### config.mk
export PLATFORM = sky130hd
export DESIGN_NAME = sorted_priority_queue_flat
export DESIGN_NICKNAME = d
export VERILOG_FILES = /design/src/rtl/spq_pkg.sv /design/src/rtl/spq_if.sv /design/src/rtl/sorted_priority_queue.sv /design/src/flat_wrapper.sv
export SDC_FILE = /design/constraint.sdc
export NUM_CORES = 1
export LEC_CHECK = 0
export BUFFER_PORTS_ARGS = -buffer_cell sky130_fd_sc_hd__clkbuf_2
export CORE_UTILIZATION = 50
export DETAILED_ROUTE_END_ITERATION = 16
export PLACE_DENSITY = 0.7
export SYNTH_ARGS = -nofsm -noshare
export SYNTH_HDL_FRONTEND = slang
export SYNTH_SLANG_ARGS = --single-unit
### constraint.sdc
create_clock -name clk -period 7.6 [get_ports clk]
set_input_delay 0.38 -clock clk [delete_from_list [all_inputs] [get_ports clk]]
set_output_delay 0.38 -clock clk [all_outputs]
set_load 0.02 [all_outputs]
### src/rtl/spq_pkg.sv
// Shared types and result codes of the sorted priority queue.
package spq_pkg;

    localparam int DATA_W = 32;
    localparam int CAP_W  = 5;
    localparam int OCC_W  = 5;
    localparam int STAT_W = 2;

    localparam logic CMD_INSERT = 1'b0;
    localparam logic CMD_REMOVE = 1'b1;

    localparam logic [STAT_W-1:0] ST_INSERTED = 2'd0;
    localparam logic [STAT_W-1:0] ST_REMOVED  = 2'd1;
    localparam logic [STAT_W-1:0] ST_FULL     = 2'd2;
    localparam logic [STAT_W-1:0] ST_EMPTY    = 2'd3;

    localparam logic [CAP_W-1:0] CAP_RESET = 5'd16;

    typedef struct packed {
        logic signed [DATA_W-1:0] value;
        logic signed [DATA_W-1:0] priority_lvl;
    } entry_t;

endpackage

### src/rtl/spq_if.sv
// Handshake channels of the sorted priority queue: requests, results, configuration.
interface spq_req_if;
    logic                                valid;
    logic                                ready;
    logic                                command;
    logic signed [spq_pkg::DATA_W-1:0]   item_value;
    logic signed [spq_pkg::DATA_W-1:0]   item_priority;

    modport source (output valid, command, item_value, item_priority, input ready);
    modport sink   (input valid, command, item_value, item_priority, output ready);
endinterface

interface spq_rsp_if;
    logic                                valid;
    logic                                ready;
    logic        [spq_pkg::STAT_W-1:0]   status;
    logic signed [spq_pkg::DATA_W-1:0]   out_value;
    logic signed [spq_pkg::DATA_W-1:0]   out_priority;
    logic        [spq_pkg::OCC_W-1:0]    occupancy;

    modport source (output valid, status, out_value, out_priority, occupancy, input ready);
    modport sink   (input valid, status, out_value, out_priority, occupancy, output ready);
endinterface

interface spq_cfg_if;
    logic                                valid;
    logic                                ready;
    logic        [spq_pkg::CAP_W-1:0]    data;

    modport source (output valid, data, input ready);
    modport sink   (input valid, data, output ready);
endinterface

### src/rtl/sorted_priority_queue.sv
// Sorted priority queue: entry memory, shift sequencer and result register.
//
// Usage. Requests arrive on req: command 0 inserts (item_value, item_priority),
// command 1 removes the head entry. Each request yields one item on rsp with a
// status, the removed pair (zero unless removed) and the occupancy afterwards.
// Entries sit in a single-port-write, single-port-read memory in descending
// priority order; equal priorities leave first in, first out.
// Timing. One request is worked at a time and req.ready is low meanwhile. An
// insert walks the memory from the tail, one compare-and-move per cycle on the
// shared read/write port pair. A remove reads the head then moves each
// remaining entry up one place. Rejected requests and inserts into an empty
// queue go straight to the result. Each move uses the entry that the memory
// read registered in the step before.
// cfg writes the capacity (reset 16, clipped to DEPTH); write it only while idle.
// Reset empties the queue and returns the capacity to 16; memory contents need
// no clearing, as only entries below the count are ever read.
// Stall. A finished result waits in the sequencer until the rsp register is
// free, so a stalled receiver holds the block busy; rsp holds its item stably.
module sorted_priority_queue #(
    parameter int DEPTH = 16
) (
    input  logic         clk,
    input  logic         rst_n,
    spq_cfg_if.sink      cfg,
    spq_req_if.sink      req,
    spq_rsp_if.source    rsp
);

    localparam int AW = (DEPTH > 1) ? $clog2(DEPTH) : 1;
    localparam int CW = $clog2(DEPTH + 1);
    localparam int WW = (CW > spq_pkg::CAP_W) ? CW : spq_pkg::CAP_W;
    localparam logic [CW-1:0] DEPTH_C = CW'(DEPTH);

    // sequencer states
    localparam logic [2:0] S_IDLE      = 3'd0;
    localparam logic [2:0] S_INS       = 3'd1;
    localparam logic [2:0] S_INS_LAST  = 3'd2;
    localparam logic [2:0] S_REM_HEAD  = 3'd3;
    localparam logic [2:0] S_REM_SHIFT = 3'd4;
    localparam logic [2:0] S_FIN       = 3'd5;

    logic [2:0]                      state_reg, state_next;
    logic [CW-1:0]                   count_reg, count_next;
    logic [spq_pkg::CAP_W-1:0]       cap_reg;
    logic [AW-1:0]                   idx_reg, idx_next;
    spq_pkg::entry_t                 new_reg, new_next;
    logic [spq_pkg::STAT_W-1:0]      res_status_reg, res_status_next;
    spq_pkg::entry_t                 res_entry_reg, res_entry_next;

    logic                            out_valid_reg, out_valid_next;
    logic [spq_pkg::STAT_W-1:0]      out_status_reg, out_status_next;
    spq_pkg::entry_t                 out_entry_reg, out_entry_next;
    logic [spq_pkg::OCC_W-1:0]       out_occ_reg, out_occ_next;

    // entry memory
    spq_pkg::entry_t                 mem [DEPTH];
    spq_pkg::entry_t                 rd_data_reg;
    logic                            mem_we, mem_re;
    logic [AW-1:0]                   mem_waddr, mem_raddr;
    spq_pkg::entry_t                 mem_wdata;

    logic                            req_fire, slot_free, full;
    logic [CW-1:0]                   count_done;

    assign req.ready = (state_reg == S_IDLE);
    assign req_fire  = req.valid && req.ready;
    assign cfg.ready = 1'b1;
    assign slot_free = !out_valid_reg || rsp.ready;

    // full when at the configured limit or at the built depth
    assign full = (WW'(count_reg) >= WW'(cap_reg)) || (count_reg >= DEPTH_C);

    // count after the finished request
    always_comb
    begin
        case (res_status_reg)
            spq_pkg::ST_INSERTED: count_done = count_reg + CW'(1);
            spq_pkg::ST_REMOVED:  count_done = count_reg - CW'(1);
            default:              count_done = count_reg;
        endcase
    end

    always_comb
    begin
        state_next      = state_reg;
        count_next      = count_reg;
        idx_next        = idx_reg;
        new_next        = new_reg;
        res_status_next = res_status_reg;
        res_entry_next  = res_entry_reg;
        out_valid_next  = out_valid_reg && !rsp.ready;
        out_status_next = out_status_reg;
        out_entry_next  = out_entry_reg;
        out_occ_next    = out_occ_reg;
        mem_we          = 1'b0;
        mem_waddr       = '0;
        mem_wdata       = new_reg;
        mem_re          = 1'b0;
        mem_raddr       = '0;

        case (state_reg)
            S_IDLE:
            begin
                if (req_fire)
                begin
                    new_next       = '{value: req.item_value, priority_lvl: req.item_priority};
                    res_entry_next = '0;
                    if (req.command == spq_pkg::CMD_INSERT)
                    begin
                        if (full)
                        begin
                            res_status_next = spq_pkg::ST_FULL;
                            state_next      = S_FIN;
                        end
                        else if (count_reg == '0)
                        begin
                            // empty queue: drop the pair straight into the head
                            mem_we          = 1'b1;
                            mem_waddr       = '0;
                            mem_wdata       = '{value: req.item_value,
                                                priority_lvl: req.item_priority};
                            res_status_next = spq_pkg::ST_INSERTED;
                            state_next      = S_FIN;
                        end
                        else
                        begin
                            idx_next   = count_reg[AW-1:0];
                            mem_re     = 1'b1;
                            mem_raddr  = AW'(count_reg - CW'(1));
                            state_next = S_INS;
                        end
                    end
                    else
                    begin
                        if (count_reg == '0)
                        begin
                            res_status_next = spq_pkg::ST_EMPTY;
                            state_next      = S_FIN;
                        end
                        else
                        begin
                            mem_re     = 1'b1;
                            mem_raddr  = '0;
                            state_next = S_REM_HEAD;
                        end
                    end
                end
            end

            S_INS:
            begin
                // rd_data_reg holds entry idx-1; move it back while the new one outranks it
                mem_we    = 1'b1;
                mem_waddr = idx_reg;
                if (new_reg.priority_lvl > rd_data_reg.priority_lvl)
                begin
                    mem_wdata = rd_data_reg;
                    idx_next  = idx_reg - AW'(1);
                    if (idx_reg == AW'(1))
                    begin
                        state_next = S_INS_LAST;
                    end
                    else
                    begin
                        mem_re    = 1'b1;
                        mem_raddr = idx_reg - AW'(2);
                    end
                end
                else
                begin
                    mem_wdata       = new_reg;
                    res_status_next = spq_pkg::ST_INSERTED;
                    state_next      = S_FIN;
                end
            end

            S_INS_LAST:
            begin
                mem_we          = 1'b1;
                mem_waddr       = '0;
                mem_wdata       = new_reg;
                res_status_next = spq_pkg::ST_INSERTED;
                state_next      = S_FIN;
            end

            S_REM_HEAD:
            begin
                res_entry_next  = rd_data_reg;
                res_status_next = spq_pkg::ST_REMOVED;
                if (count_reg == CW'(1))
                begin
                    state_next = S_FIN;
                end
                else
                begin
                    idx_next   = AW'(1);
                    mem_re     = 1'b1;
                    mem_raddr  = AW'(1);
                    state_next = S_REM_SHIFT;
                end
            end

            S_REM_SHIFT:
            begin
                // close the gap: entry idx moves up to idx-1
                mem_we    = 1'b1;
                mem_waddr = idx_reg - AW'(1);
                mem_wdata = rd_data_reg;
                if (CW'(idx_reg) == count_reg - CW'(1))
                begin
                    state_next = S_FIN;
                end
                else
                begin
                    idx_next  = idx_reg + AW'(1);
                    mem_re    = 1'b1;
                    mem_raddr = idx_reg + AW'(1);
                end
            end

            S_FIN:
            begin
                // hold until the result register is free
                if (slot_free)
                begin
                    count_next      = count_done;
                    out_valid_next  = 1'b1;
                    out_status_next = res_status_reg;
                    out_entry_next  = res_entry_reg;
                    out_occ_next    = spq_pkg::OCC_W'(count_done);
                    state_next      = S_IDLE;
                end
            end

            default:
            begin
                state_next = S_IDLE;
            end
        endcase
    end

    always_ff @(posedge clk or negedge rst_n)
    begin
        if (!rst_n)
        begin
            state_reg     <= S_IDLE;
            count_reg     <= '0;
            cap_reg       <= spq_pkg::CAP_RESET;
            out_valid_reg <= 1'b0;
        end
        else
        begin
            state_reg     <= state_next;
            count_reg     <= count_next;
            out_valid_reg <= out_valid_next;
            if (cfg.valid && cfg.ready)
            begin
                cap_reg <= cfg.data;
            end
        end
    end

    always_ff @(posedge clk)
    begin
        idx_reg        <= idx_next;
        new_reg        <= new_next;
        res_status_reg <= res_status_next;
        res_entry_reg  <= res_entry_next;
        out_status_reg <= out_status_next;
        out_entry_reg  <= out_entry_next;
        out_occ_reg    <= out_occ_next;
    end

    always_ff @(posedge clk)
    begin
        if (mem_we)
        begin
            mem[mem_waddr] <= mem_wdata;
        end
        if (mem_re)
        begin
            rd_data_reg <= mem[mem_raddr];
        end
    end

    assign rsp.valid        = out_valid_reg;
    assign rsp.status       = out_status_reg;
    assign rsp.out_value    = out_entry_reg.value;
    assign rsp.out_priority = out_entry_reg.priority_lvl;
    assign rsp.occupancy    = out_occ_reg;

    // never more entries than the memory holds
    a_count_bound: assert property (@(posedge clk) disable iff (!rst_n)
        count_reg <= DEPTH_C)
        else $error("entry count beyond depth");

    // an accepted request keeps the block busy in the cycle after acceptance
    a_busy_after_accept: assert property (@(posedge clk) disable iff (!rst_n)
        req_fire |=> !req.ready)
        else $error("ready again straight after accepting a request");

    // only a remove carries a pair out
    a_zero_pair: assert property (@(posedge clk) disable iff (!rst_n)
        rsp.valid && (rsp.status != spq_pkg::ST_REMOVED)
        |-> (rsp.out_value == '0) && (rsp.out_priority == '0))
        else $error("non-zero pair on a result that removed nothing");

    // an empty rejection reports an empty queue
    a_empty_occ: assert property (@(posedge clk) disable iff (!rst_n)
        rsp.valid && (rsp.status == spq_pkg::ST_EMPTY) |-> (rsp.occupancy == '0))
        else $error("empty rejection with entries held");

    // a result is loaded only as the sequencer returns to idle
    a_result_load: assert property (@(posedge clk) disable iff (!rst_n)
        (state_reg == S_FIN) && slot_free |=> rsp.valid && (state_reg == S_IDLE))
        else $error("result not presented on completion");

endmodule

### src/flat_wrapper.sv
// flat-port wrapper written by rule: the top's interface ports become plain ports
module sorted_priority_queue_flat 
#(
    parameter int DEPTH = 16
)
  (clk, rst_n, cfg_valid, cfg_data, cfg_ready, req_valid, req_command, req_item_value, req_item_priority, req_ready, rsp_valid, rsp_status, rsp_out_value, rsp_out_priority, rsp_occupancy, rsp_ready);
  spq_cfg_if cfg_i ();
  spq_req_if req_i ();
  spq_rsp_if rsp_i ();
  input  logic clk;
  input  logic rst_n;
  input wire logic [$bits(cfg_i.valid)-1:0] cfg_valid;
  input wire logic [$bits(cfg_i.data)-1:0] cfg_data;
  output wire logic [$bits(cfg_i.ready)-1:0] cfg_ready;
  input wire logic [$bits(req_i.valid)-1:0] req_valid;
  input wire logic [$bits(req_i.command)-1:0] req_command;
  input wire logic [$bits(req_i.item_value)-1:0] req_item_value;
  input wire logic [$bits(req_i.item_priority)-1:0] req_item_priority;
  output wire logic [$bits(req_i.ready)-1:0] req_ready;
  output wire logic [$bits(rsp_i.valid)-1:0] rsp_valid;
  output wire logic [$bits(rsp_i.status)-1:0] rsp_status;
  output wire logic [$bits(rsp_i.out_value)-1:0] rsp_out_value;
  output wire logic [$bits(rsp_i.out_priority)-1:0] rsp_out_priority;
  output wire logic [$bits(rsp_i.occupancy)-1:0] rsp_occupancy;
  input wire logic [$bits(rsp_i.ready)-1:0] rsp_ready;
  assign cfg_i.valid = cfg_valid;
  assign cfg_i.data = cfg_data;
  assign cfg_ready = cfg_i.ready;
  assign req_i.valid = req_valid;
  assign req_i.command = req_command;
  assign req_i.item_value = req_item_value;
  assign req_i.item_priority = req_item_priority;
  assign req_ready = req_i.ready;
  assign rsp_valid = rsp_i.valid;
  assign rsp_status = rsp_i.status;
  assign rsp_out_value = rsp_i.out_value;
  assign rsp_out_priority = rsp_i.out_priority;
  assign rsp_occupancy = rsp_i.occupancy;
  assign rsp_i.ready = rsp_ready;
  sorted_priority_queue #(.DEPTH(DEPTH)) u_core (.clk(clk), .rst_n(rst_n), .cfg(cfg_i), .req(req_i), .rsp(rsp_i));
endmodule
## After elaboration in Yosys (flattened, before gate mapping)

Memory sizes are Yosys's and may differ from the RTL's. A register that Yosys moved wholly into a read port is not among the register bits.
Cells that the tools add are included.

| storage, ports and cells | value |
|---|---|
| register bits | 219 |
| memory bits (writable) | 1024 |
| logic and storage cells | 127 |
| memories kept | 1 |

Memory list:

| memory | words | width | read ports | clocked after memory_dff | wr ports | RTL line | source |
|---|---|---|---|---|---|---|---|
| u_core.mem | 16 | 64 | 1 | 1 | 1 | sorted_priority_queue.sv:56 | `spq_pkg::entry_t mem [DEPTH];` |

| cells by class | value |
|---|---|
| add/sub/neg operators | 5 |
| order comparisons | 3 |
| equal/unequal tests | 22 |
| muxes and demuxes | 63 |
| reductions and logical operators | 19 |

Operator list:

| cell | count |
|---|---|
| 64-bit two-way mux | 6 |
| 64-bit case mux with 3 select lines | 1 |
| 64-bit case mux with 2 select lines | 1 |
| 4-bit two-way mux | 14 |
| 32-bit greater-than comparator | 1 |
| 4-bit case mux with 4 select lines | 2 |
| 3-bit two-way mux | 9 |
| 1-bit two-way mux | 18 |
| 3-bit case mux with 6 select lines | 1 |
| 2-bit != test, second input constant | 7 |
| 2-bit two-way mux | 6 |
| 5-bit case mux with 2 select lines | 1 |
| 3-bit != test, second input constant | 3 |
| 2-bit case mux with 4 select lines | 1 |
| 4-bit case mux with 2 select lines | 1 |
| 8-bit AND reduction | 1 |
| 4-bit nonzero test | 2 |
| 3-bit by 2-bit equality test with 1-bit output, second input constant | 2 |
| 3-bit equality test, second input constant | 2 |
| 2-bit by 1-bit != test with 1-bit output, second input constant | 3 |
| 2-bit AND reduction | 3 |
| 5-bit by 1-bit adder with 5-bit output, second input constant | 1 |
| 4-bit by 5-bit equality test with 1-bit output | 1 |
| 5-bit by 1-bit equality test with 1-bit output, second input constant | 1 |
| 21 further kinds | 24 |

## Logic depth before layout (Yosys ltp)

Gate-level depths: netlist of run 1.

| logic depth | value |
|---|---|
| word-level depth | 8 |
| depth in mapped cells | 17 |

## Least setup slack after synthesis of run 1

Ideal clock, no wire load.

| path | value |
|---|---|
| path type | register to register |
| start | register u_core.count_reg[0] |
| end | memory u_core.mem[0][0] in the netlist's numbering, enable pin |
| arrival time | 5.274 ns |
| required time | 7.114 ns |
| path slack | 1.840 ns |
| stages on the path, launching flop included | 14 |
| buffers on the path | 1 |
| cell sequence | dfrtp_1 > clkbuf_2 > inv_1 > ha_1 > nor2b_1 > o21ai_0 > a21oi_1 > nor2b_1 > or4_1 > nor3_1 > nor2_1 > o22a_1 > or2_2 > nor2_1 |

| on the way | value |
|---|---|
| cells in the longest elaborated chain, start to end | 8 |

RTL lines:

| what | RTL line | source |
|---|---|---|
| start: declaration | sorted_priority_queue.sv:43 | `logic [CW-1:0] count_reg, count_next;` |
| start signal: assignment | sorted_priority_queue.sv:254 | `count_reg <= count_next;` |
| 5-bit greater-or-equal comparator or 5-bit logical NOT (tied branches) | sorted_priority_queue.sv:71, sorted_priority_queue.sv:115 |  |
| 1-bit logical OR or 1-bit two-way mux (tied branches) | sorted_priority_queue.sv:71, sorted_priority_queue.sv:115 |  |
| 1-bit two-way mux * | sorted_priority_queue.sv:110 | `if (full)` |
| 1-bit two-way mux * | sorted_priority_queue.sv:108 | `if (req.command == spq_pkg::CMD_INSERT)` |
| 1-bit two-way mux * | sorted_priority_queue.sv:104 | `if (req_fire)` |
| 1-bit case mux with 2 select lines * | sorted_priority_queue.sv:101 | `case (state_reg)` |
| 1-bit two-way mux * | sorted_priority_queue.sv:276 | `if (mem_we)` |
| 1-bit two-way mux (implied by the code) * | sorted_priority_queue.sv:278 | `mem[mem_waddr] <= mem_wdata;` |
| end: declaration | sorted_priority_queue.sv:56 |  |

Mark *: on every way between the ends. The rest lies on a longest branch, timed or not.

## Worst setup path after layout of run 1

| path | value |
|---|---|
| start | register, netlist name u_core.rd_data_reg[31] |
| end | register, netlist name u_core.rd_data_reg[43] |

| on the way | value |
|---|---|
| cells in the longest elaborated chain, start to end | 3 |

RTL lines:

| what | RTL line | source |
|---|---|---|
| 32-bit greater-than comparator * | sorted_priority_queue.sv:155 | `if (new_reg.priority_lvl > rd_data_reg.priority_lvl)` |
| 4-bit two-way mux or 1-bit two-way mux (tied branches) | sorted_priority_queue.sv:155 |  |
| 4-bit case mux with 4 select lines or 1-bit case mux with 4 select lines (tied branches) | sorted_priority_queue.sv:101 |  |

Marks and branches as above.
A chain may end at the register's enable or synchronous reset.

==> impl_results.md, run 1 <==
* Status: finished clean
* Syn Nets at 2968
* Gr usage total at 0.245
* Peak supply drop at 0.561 mV
* CTS sink count at 1307
* Largest register by flop count: u_core.mem
* Slew Viols, Final at 0
* RSZ-0062 raised after global routing: no
* Die area at 105000 um^2
* Syn Std Cell Area at 51800 um^2
* Leakage at 0.0210 uW
* Final clock skew at 28.6 ps
* Mux contribution to synthesized area at 0.109
* WP data required at 8040 ps
* Wire per inst at 28.0 um
* Congestion Overflow GR at 0
* Crit Reg-Reg Startpoint: u_core.rd_data_reg[31]
* Filler cell count at 7507
* Vias in the first global route at 28176
* Post-synthesis adder-cell area fraction at 0.0114
* H-tree depth at 4
* Peak Freq at 174 MHz
* Initial Utilization at 0.507
* Clock Tree Root: clkbuf_16
* Post-synthesis register bit count at 1307
* Hold Crit Class: input pin to flip-flop
* Largest family of logic cells by synthesized area: multiplexers
* Placer Congestion at 0.842
* Clock buffer depth at 3
* CTS Buf Count at 133
* Worst Path Class, Setup: flip-flop to flip-flop
* Simple-gate portion of the synthesized area at 0.0278
* Power, Total at 29100 uW
* Multi-input logic area at 11800 um^2
* Port buffer count at 147
* EDFF count, synth at 1293
* Num rows at 117
* Ys flop type: edfxtp_1
* Setup violations, final at 0
* Hold Violations, Final at 0
* Post-DRT Antenna Nets at 0
* Pin count of the biggest net entering global routing at 113
* Final min period at 5730 ps
* Post-Syn Instances at 2846
* Yosys warns at 0
* Xor-xnor portion of the synthesized cell area at 0.00321
* Postcts setup bufs at 0
* Top cells by area, synth: edfxtp_1 75%, mux2_2 7.6%, mux2i_1 3.1%
* Clk slew on worst S/H paths at 60 ps
* Top Ports at 149
* Fin Setup TNS at 0 ps
* Final net count at 3237
* Via Count at 27946
* Antenna violations before repair at 2
* Detailed Place HPWL at 65.0 mm
* Area growth, synth to finish at 14.5%
* Core area at 102000 um^2
* Slew @ Worst Pin at 1270 ps
* Seq/Total Area, Yosys at 0.757
* Share of cells above drive strength 1 at 0.247
* DRT Pass-1 Iters at 5
* Max reg flops at 1024
* Vias per cell at 6.10
* Peak fanout along the critical path at 104
* Worst-skew pair later-pin latency at 730 ps
* Final Cycle Share at 0.755
* Routed WL at 128 mm
* Max-Cap Viols at 0
* DR iter-0 viols at 2996
* DR DRC count at 0
* Register Area at 39200 um^2
* Hold Crit Start: req_command
* First-pass GRT wire length at 186 mm
* Compound-cell area share of the yosys netlist at 0.0724
* Worst slew margin at 0.156
* Worst Setup SP: u_core.rd_data_reg[31]
* Die outline height at 324 um
* CTS tree: built
* Critical Path Source Type: flip-flop
* Syn_area_per_cell at 18.2 um^2
* Worst Path Arrival at 6170 ps
* Post-synth top area cell: edfxtp_1
* Setup crit end kind: flip-flop
* Power per cell area at 491 nW/um^2
* Unique masters post-synth at 66
* Die X at 324 um
* Async SR Flop Fraction at 0.0107
* Antenna diodes at 0
* Top cell type's share of synthesized area at 0.750
worst paths after layout:
| path | slack [ps] | cells past startpoint | end |
|---|---|---|---|
| setup / recovery | 1870 | 13 | u_core.rd_data_reg[43] |
| hold / removal | 50 | 3 | u_core.res_status_reg[0] |
| setup reg to reg | 1870 | 13 | u_core.rd_data_reg[43] |
| hold reg to reg | 420 | 0 | u_core.rsp.out_value[18] |
| max in group asynchronous | 7170 | 2 | u_core.cap_reg[4] |
| min in group asynchronous | 120 | 2 | u_core.state_reg[2] |
Yosys cell counts, drive strengths merged (13+ instances only):
master,number
a22o,63
a21o,69
a21oi,26
ha,47
and3,38
mux2,357
a2bb2oi,28
a22oi,170
nand2,42
clkbuf,49
mux2i,160
dfrtp,13
o21ai,28
nor2,78
buf,105
o22a,69
edfxtp,1293
nand4,69
xnor2,13
inv,49
per-layer routing:
metal	GRT usage	routed length (um)
met1	0.334	52100
met2	0.406	62900
met3	0.0385	10100
met4	0.0748	3150
met5	0	0
where the power goes:
group | switching, uW | internal (uW)
clock network | 2620 | 3840
registers | 541 | 11500
logic | 7000 | 3600
layout by cell type, fill, tap and decap left out, types with 51 or more instances in the layout:
cell type,n
a21o_1,69
a22o_1,63
a22oi_1,170
buf_4,51
clkbuf_16,141
clkbuf_2,147
dlygate4sd3_1,79
edfxtp_1,1293
mux2_2,349
mux2i_1,160
nand4_1,68
nor2_1,61
o22a_1,69
critical path: stages (launching register included):
cell and delay, ps:
edfxtp_1 400, inv_1 150, ha_1 400, nand4_2 240
nor3_1 80, or3_1 370, a211oi_2 640, a21oi_1 270
o22a_1 340, a311oi_4 1080, buf_12 510, mux2_2 420
a22oi_1 250, nand4_1 120
per-stage QoR:
stage               utilization  instances  worst slack (ps)  area [um^2]  hold WS [ps]
finish                    0.580       4583              1870        59300          46.2
global route              0.580       4583              1720        59300          41.6
CTS                       0.580       4583              1960        59300          3.37
detailed placement        0.530       4269              1960        54200           313
global placement          0.530       4269              1970        54200           306
floorplan                     -       2846              1840        51800          84.4
area by class of cell:
class                           count  area share
Inverter                           49     0.00312
Clock inverter                     76      0.0121
Clock buffer                      159      0.0606
Timing Repair Buffer              288      0.0359
Sequential cell                  1307       0.661
Multi-Input combinational cell   1336       0.199
Tap cell                         1368      0.0289
timing repair:
action                     CTS  global route
setup endpoints to repair    0             0
resized for setup            0             0
hold endpoints to repair    83             0
hold buffers                79             0
cell families after synthesis:
kind of cell               Yosys count
buffers and inverters              203
DFF                               1307
other                                1
AOI/OAI and AO/OA                  478
adders and majority gates           47
xor gates and xnor gates            19
and+or+nand+nor                    274
muxes                              517
Power figures use the tool's default switching activity.
==> run 2, diff against run 1 <==
==> constraint.sdc (replaced) <==
create_clock -name clk -period 6 [get_ports clk]
set_input_delay 0.3 -clock clk [delete_from_list [all_inputs] [get_ports clk]]
set_output_delay 0.3 -clock clk [all_outputs]
set_load 0.02 [all_outputs]
==> run 2 against run 1 <==
  * Clock skew up 3.6 ps
  * Register-to-register slack worse by 890 ps
  * Global-route usage down 0.30 points
  * Die area unchanged
  * Fmax up 14%
  * First-iteration DRC count down 1.1%
  * Critical path depth up 1
  * Sequential power up 27%
  * Total power up 28%
  * Clock-buffer cell count unchanged
  * Largest power group unchanged
==> impl_results.md, run 2 (synthesized netlist as in run 1, its figures left out) <==
* Peak supply drop at 0.576 mV
* Pin count of the biggest net entering global routing at 74
* CP cell instances: inv_1 -> ha_1 -> nand4_2 -> nor3_1 -> or3_1 -> a211oi_2 -> a21oi_1 -> o22a_1 -> a311oi_4 -> buf_4 -> buf_12 -> mux2_2 -> a22oi_1 -> nand4_1
* Status: finished clean
* Final min period at 5030 ps
* CTS Buf Count at 133
* Multi-input logic area at 11800 um^2
* DR iter-0 viols at 2962
* Core area at 102000 um^2
* Net switching power at 13100 uW
* Placer Congestion at 0.854
* Final WS setup at 973 ps
* Num rows at 117
* Clock buffer depth at 3
* Logic pwr share at 0.363
* Sw frac at 0.351
* Antenna violations before repair at 2
* Post-Place Worst Slack at 1110 ps
* Die X at 324 um
* R2R cell count at 14
* Wire per inst at 27.5 um
* Critical path's slowest cell: a311oi_4
* Top Ports at 149
* Area growth, synth to finish at 15.4%
* Vias in the first global route at 28136
* Via Count at 27881
* Commonest cells after routing, fill and taps aside: 1293 x edfxtp_1, 349 x mux2_2, 170 x a22oi_1
* First-pass GRT wire length at 184 mm
* Placed Instances at 4284
* Setup crit end kind: flip-flop
* Routed WL at 126 mm
* Leakage at 0.0212 uW
* Filler cell count at 7525
* Hold Path Depth at 3
* Setup violations, final at 0
* Vias per cell at 6.05
* H-tree depth at 4
* Cell Int Power at 24200 uW
* Power per cell area at 623 nW/um^2
* Fin Setup TNS at 0 ps
* Hold Crit Class: input pin to flip-flop
* DR DRC count at 0
* Congestion Overflow GR at 0
* Post-DRT Antenna Nets at 0
* Worst Path Class, Setup: flip-flop to flip-flop
* Max stage delay on crit path at 510 ps
* Final clock skew at 32.2 ps
* Initial Utilization at 0.507
* Max-Cap Viols at 0
* Register Area at 39200 um^2
* Die area at 105000 um^2
* WP data required at 6450 ps
* Gr usage total at 0.242
* Seq pwr share at 0.412
* Die outline height at 324 um
* Slew Viols, Final at 0
* Max reg flops at 1024
* Critical Path Source Type: flip-flop
* Clock Tree Root: clkbuf_16
* Power, Total at 37200 uW
* Worst-skew pair later-pin latency at 750 ps
* Peak Freq at 199 MHz
* Largest register by flop count: u_core.mem
* Clock power frac at 0.225
* CTS tree: built
* Share of cells above drive strength 1 at 0.252
* Final Cycle Share at 0.838
* DRT Pass-1 Iters at 5
* Worst Path Arrival at 5480 ps
* Slew @ Worst Pin at 1160 ps
* Most common cell after layout, fill and taps aside: edfxtp_1
* Detailed Place HPWL at 66.0 mm
* Hold Violations, Final at 0
* RSZ-0062 raised after global routing: no
* CTS sink count at 1307
* Peak fanout along the critical path at 66
* Clk slew on worst S/H paths at 60 ps
* Postcts setup bufs at 0
* Post-route insts no fill at 4608
* Final net count at 3256
* Final core utilization at 0.585
* Worst slew margin at 0.226
* Port buffer count at 147
[run 2: cell type report]
cell class                 instances  share of cell area
sequential                      1307               0.656
inverter                          49             0.00310
clock inverter                    81              0.0162
timing repair buffer             307              0.0409
clock buffer                     159              0.0581
antenna                            1           0.0000419
multi-input combinational       1336               0.197
tap                             1368              0.0287
[run 2: power by group through the flow]
stage / registers [uW] / logic, uW / clock network [uW]
floorplan: 15400 / 9080 / 0
global placement: 15400 / 12900 / 0
detailed placement: 15500 / 13400 / 0
CTS: 15300 / 13500 / 8480
global route: 15500 / 14400 / 8840
finish: 15400 / 13500 / 8370
[run 2: what timing repair did]
item / 4_1_cts / 5_1_grt
resized for setup: 0 / 0
endpoints found under the setup margin: 0 / 0
hold endpoints to repair: 86 / 0
hold buffers: 83 / 0
[run 2: through the flow]
step	area, um^2	hold WS, ps
4_1_cts	59700	20.6
3_3_place_gp	54500	231
3_5_place_dp	54500	247
2_1_floorplan	51800	4.41
5_1_grt	59700	73.7
6_report	59700	75.0
[run 2: final timing paths]
kind,start,endpoint,slack [ps]
min in group asynchronous,rst_n,u_core.count_reg[4],440
setup / recovery,u_core.rd_data_reg[31],u_core.rd_data_reg[8],970
hold reg to reg,u_core.res_entry_reg[21],u_core.rsp.out_priority[21],410
hold / removal,req_valid,u_core.res_status_reg[0],70
setup reg to reg,u_core.rd_data_reg[31],u_core.rd_data_reg[8],970
max in group asynchronous,rst_n,u_core.state_reg[0],4270
[run 2: routing by layer]
layer / up-vias / GRT usage / part of all wire
met1: 14400 / 0.338 / 0.42
met2: 1249 / 0.393 / 0.48
met4: 0 / 0.0713 / 0.024
met3: 206 / 0.0381 / 0.077
met5: - / 0 / 0
li1: 12026 / - / -
[run 2: critical path, delay by kind of cell, from the launching register on]
kind                       cells  cell delay [ps]
AOI/OAI and AO/OA              5             1790
buffers and inverters          3              830
and+or+nand+nor                4              830
adders and majority gates      1              440
muxes                          1              390
DFF                            1              350
